[config.mk]
export PLATFORM = sky130hd
export DESIGN_NAME = amae_ram
export DESIGN_NICKNAME = d
export VERILOG_FILES = /design/src/rtl/amae_ram.sv
export SDC_FILE = /design/constraint.sdc
export NUM_CORES = 1
export LEC_CHECK = 0
export BUFFER_PORTS_ARGS = -buffer_cell sky130_fd_sc_hd__buf_2
export CAP_MARGIN = 20
export CORE_MARGIN = 4
export CORE_UTILIZATION = 30
export CTS_BUF_LIST = sky130_fd_sc_hd__clkbuf_4 sky130_fd_sc_hd__clkbuf_8
export CTS_CLUSTER_DIAMETER = 30
export DETAILED_ROUTE_END_ITERATION = 10
export PLACE_DENSITY = 0.46
export SLEW_MARGIN = 20
export SYNTH_ARGS = -nofsm -noshare
export SYNTH_HDL_FRONTEND = slang
export SYNTH_SLANG_ARGS = --single-unit
[constraint.sdc]
create_clock -name i_clk -period 1.9 [get_ports i_clk]
set_input_delay 0.285 -clock i_clk [delete_from_list [all_inputs] [get_ports i_clk]]
set_output_delay 0.285 -clock i_clk [all_outputs]
set_load 0.02 [all_outputs]
[src/rtl/amae_ram.sv]
module amae_ram #(
    parameter int WIDTH = 8,
    parameter int DEPTH = 16
) (
    input  logic                     i_clk,
    input  logic                     i_we,
    input  logic [$clog2(DEPTH)-1:0] i_waddr,
    input  logic [WIDTH-1:0]         i_wdata,
    input  logic [$clog2(DEPTH)-1:0] i_raddr,
    output logic [WIDTH-1:0]         o_rdata
);

    logic [WIDTH-1:0] r_mem [DEPTH];
    logic [WIDTH-1:0] r_rdata;

    always_ff @(posedge i_clk) begin
        if (i_we) begin
            r_mem[i_waddr] <= i_wdata;
        end
        r_rdata <= r_mem[i_raddr];
    end

    assign o_rdata = r_rdata;

endmodule

==> summary.txt <==
Run status
  • Run status: finished clean

Clock tree
  • CTS tree: built
  • H-tree Lvls: 4
  • Worst skew pair latency: 0.43 ns
  • Root buf cell: clkbuf_8
  • Clk slew on worst S/H paths: 0.07 ns
  • Clock Tree Buf Depth: 2
  • CTS sink cnt: 136
  • CTS buffer count: 17
  • Post-CTS Hold Fix Bufs: 0
  • CTS resizes: 0
  • Setup bufs post-CTS: 0

Critical path
  • Worst path bufs/invs: 0
  • FF-to-FF path depth: 3
  • R2r endpoint: o_rdata[5]
  • Worst reg2reg setup slack: 0.51 ns
  • Peak per-stage delay on the critical path: 0.54 ns
  • Family with the most delay on the worst path: multiplexers
  • Worst path slowest cell: mux4_1
  • CP endpoint: o_rdata[5]
  • Crit path depth: 3
  • Crit-path max FO: 1
  • CP startpoint: r_mem[1][5]
  • Crit. End Element: register
  • Worst path arrival time: 1.70 ns
  • WS Path Type: register to register
  • R2R Path Start: r_mem[1][5]
  • Critical-path cell list: mux4_1 > a22oi_1 > nand2_1
  • Worst setup SP type: register
  • Worst EP required: 2.20 ns

Global route
  • First-pass GRT wire length: 16.5 mm
  • GR Util met1: 14.8%
  • Gr ovfl total: 0
  • Vias in the first global route: 2648
  • Gr usage total: 11.8%
  • GRT busiest layer: met2
  • Initial antenna violation count: 1
  • Pin count of the biggest net entering global routing: 33
  • M3 GR Usage: 3.66%
  • Met2 Track Usage GR: 18.6%

Hold path
  • Worst Hold Class: primary input to register
  • Worst hold path stage count: 1
  • Hold path startpoint: i_wdata[3]

Synthesis
  • Distinct cells, synth: 19
  • Mapped Area: 0.00515 mm2
  • Post-Syn Area per Cell: 22.5 um2
  • Seq/Total Area, Yosys: 77.8%
  • Synth Area in XOR/XNOR: 0%
  • Synthesized-area fraction occupied by adder cells: 0%
  • Main combinational cell family by area after synthesis: multiplexers
  • Net Count, Synth: 247
  • Area share of and/or/nand/nor cells after synthesis: 3.18%
  • Yosys reg bits: 136
  • Synth Area in Compound Gates: 2.33%
  • Synth area leaders: edfxtp_1 75%, mux4_2 7.9%, mux4_1 7.1%
  • Area leader, netlist: edfxtp_1
  • Count of synthesis-stage warnings from yosys: 0
  • Mapped Cells: 229
  • Synth top area share: 74.7%
  • Mux cell area share after synthesis: 15.0%

Pwr
  • Switching Share: 20.8%
  • PD cells: 1000 mW/mm2
  • Cell-internal power: 4.81 mW
  • Comb pwr share: 5.6%
  • Overall Power: 6.07 mW
  • Switching power: 1.26 mW
  • Clock network power share: 38.9%
  • LEAKAGE: 2.03 nW
  • Maximum VDD drop: 0.000414 V
  • Reg power frac: 55.5%

Final layout
  • Non-Filler Instances: 517
  • Fill count: 1566
  • Post-route design area: 0.00606 mm2
  • # diodes: 0
  • Share of post-route cells with drive strength above 1: 32.0%
  • Post-route core utilization: 36.3%
  • Final nets: 303
  • Layout area overhead: 17.8%

Die
  • Site row count: 47
  • Ports: 26
  • Die ar.: 0.0193 mm2
  • Die Y: 139 um
  • Die width: 139 um
  • Starting Density: 30.8%
  • CORE AREA: 0.0167 mm2

Route
  • Drt initial violations: 117
  • Via count: 2416
  • Total wire length: 10.6 mm
  • Post-DR vias/cell: 4.67
  • Drc violations: 0
  • DR pass1 iterations: 4
  • Antenna viol nets, final: 0
  • WL/cell: 20.6 um

Place
  • Placed insts: 486
  • Cell Area, Placed: 0.00566 mm2
  • GP Congestion: 0.733
  • DP HPWL: 6.90 mm
  • PortBufs: 25

STA
  • Max-slew violation count: 0
  • Final setup fails: 0
  • Period utilization: 73.3%
  • Period minus WS final: 1.39 ns
  • Least-Margin Pin Slew: 0.455 ns
  • Worst rel slew slack: 69.7%
  • Worst clock skew: 0.00521 ns
  • Fmax: 0.718 GHz
  • Setup Total Neg Slack: 0 ns
  • RSZ-0062 raised after global routing: no
  • Hold Vio Cnt, Final: 0

Job
  • Max-cap viol count: 0
==> cells in the mapped netlist, drive strengths merged <==
master and n:
nand3b 2, nor2b 1, clkdlybuf4s25 3, buf 7, or3b 1, a22oi 16
nor3 4, nand2 9, and2b 1, nand2b 2, nand3 1, edfxtp 128
nor2 13, dfxtp 8, and2 1, mux4 32
==> registers in the layout, summed over array words and instances (netlist names) <==
| signal | flops |
|---|---|
| o_rdata | 8 |
| r_mem | 128 |
==> routing by layer <==
layer	part of all wire (%)	vias up	routed length, um
met2	49	46	5210
met5	0.12	-	13
met3	3.8	22	408
met1	44	1265	4720
met4	2.7	2	285
li1	-	1081	-
==> cells in the final DEF (no fill, tap or decap) <==
master | Yosys | routed
nor2b_1 | 1 | 1
nand3_1 | 1 | 1
buf_2 | 3 | 25
nand2_1 | 9 | 9
nand3b_1 | 2 | 2
clkinv_2 | 0 | 4
and2_1 | 1 | 1
nand2b_1 | 2 | 2
buf_12 | 0 | 3
buf_4 | 1 | 19
clkbuf_8 | 0 | 22
bufinv_16 | 0 | 2
clkinv_1 | 0 | 2
mux4_1 | 14 | 14
clkinv_4 | 0 | 1
edfxtp_1 | 128 | 128
nor2_1 | 13 | 13
mux4_2 | 18 | 18
nor3_1 | 4 | 4
and2b_1 | 1 | 1
or3b_2 | 1 | 1
dfxtp_1 | 8 | 8
a22oi_1 | 16 | 16
==> worst min path at each step <==
stage                  end  slack [ns]
2_1_floorplan  r_mem[0][0]        0.38
3_3_place_gp    o_rdata[3]        0.67
3_5_place_dp    o_rdata[1]        0.66
4_1_cts        r_mem[4][3]        0.22
5_1_grt        r_mem[2][3]        0.22
6_report       r_mem[8][3]        0.23
==> layout make-up <==
cell class	count	area (um2)	share of cell area (%)
Clock buffer	22	303	4.99
Sequential cell	136	4000	66.0
Clock inverter	9	96.3	1.59
Timing Repair Buffer	47	328	5.41
Multi-Input combinational cell	83	1060	17.4
Tap cell	220	275	4.54
==> logic make-up (layout without fill, tap and decap cells) <==
logic type             after synthesis  count (layout)
DFF                                136             136
and+or+nand+nor                     35              35
muxes                               32              32
AOI/OAI and AO/OA                   16              16
buffers and inverters               10              78
==> power groups by stage <==
| stage | logic, mW | clock network, mW | registers, mW |
|---|---|---|---|
| 6_report | 0.341 | 2.36 | 3.37 |
| 5_1_grt | 0.372 | 2.57 | 3.37 |
| 4_1_cts | 0.354 | 2.42 | 3.37 |
| 3_5_place_dp | 0.354 | 0 | 3.44 |
| 3_3_place_gp | 0.349 | 0 | 3.44 |
| 2_1_floorplan | 0.170 | 0 | 3.46 |
==> through the flow <==
stage               setup WS, ns  hold slack (ns)
floorplan                  0.122            0.384
global placement           0.140            0.667
detailed placement         0.155            0.663
CTS                        0.492            0.216
global route               0.419            0.218
finish                     0.507            0.234
Power figures use the tool's default switching activity.
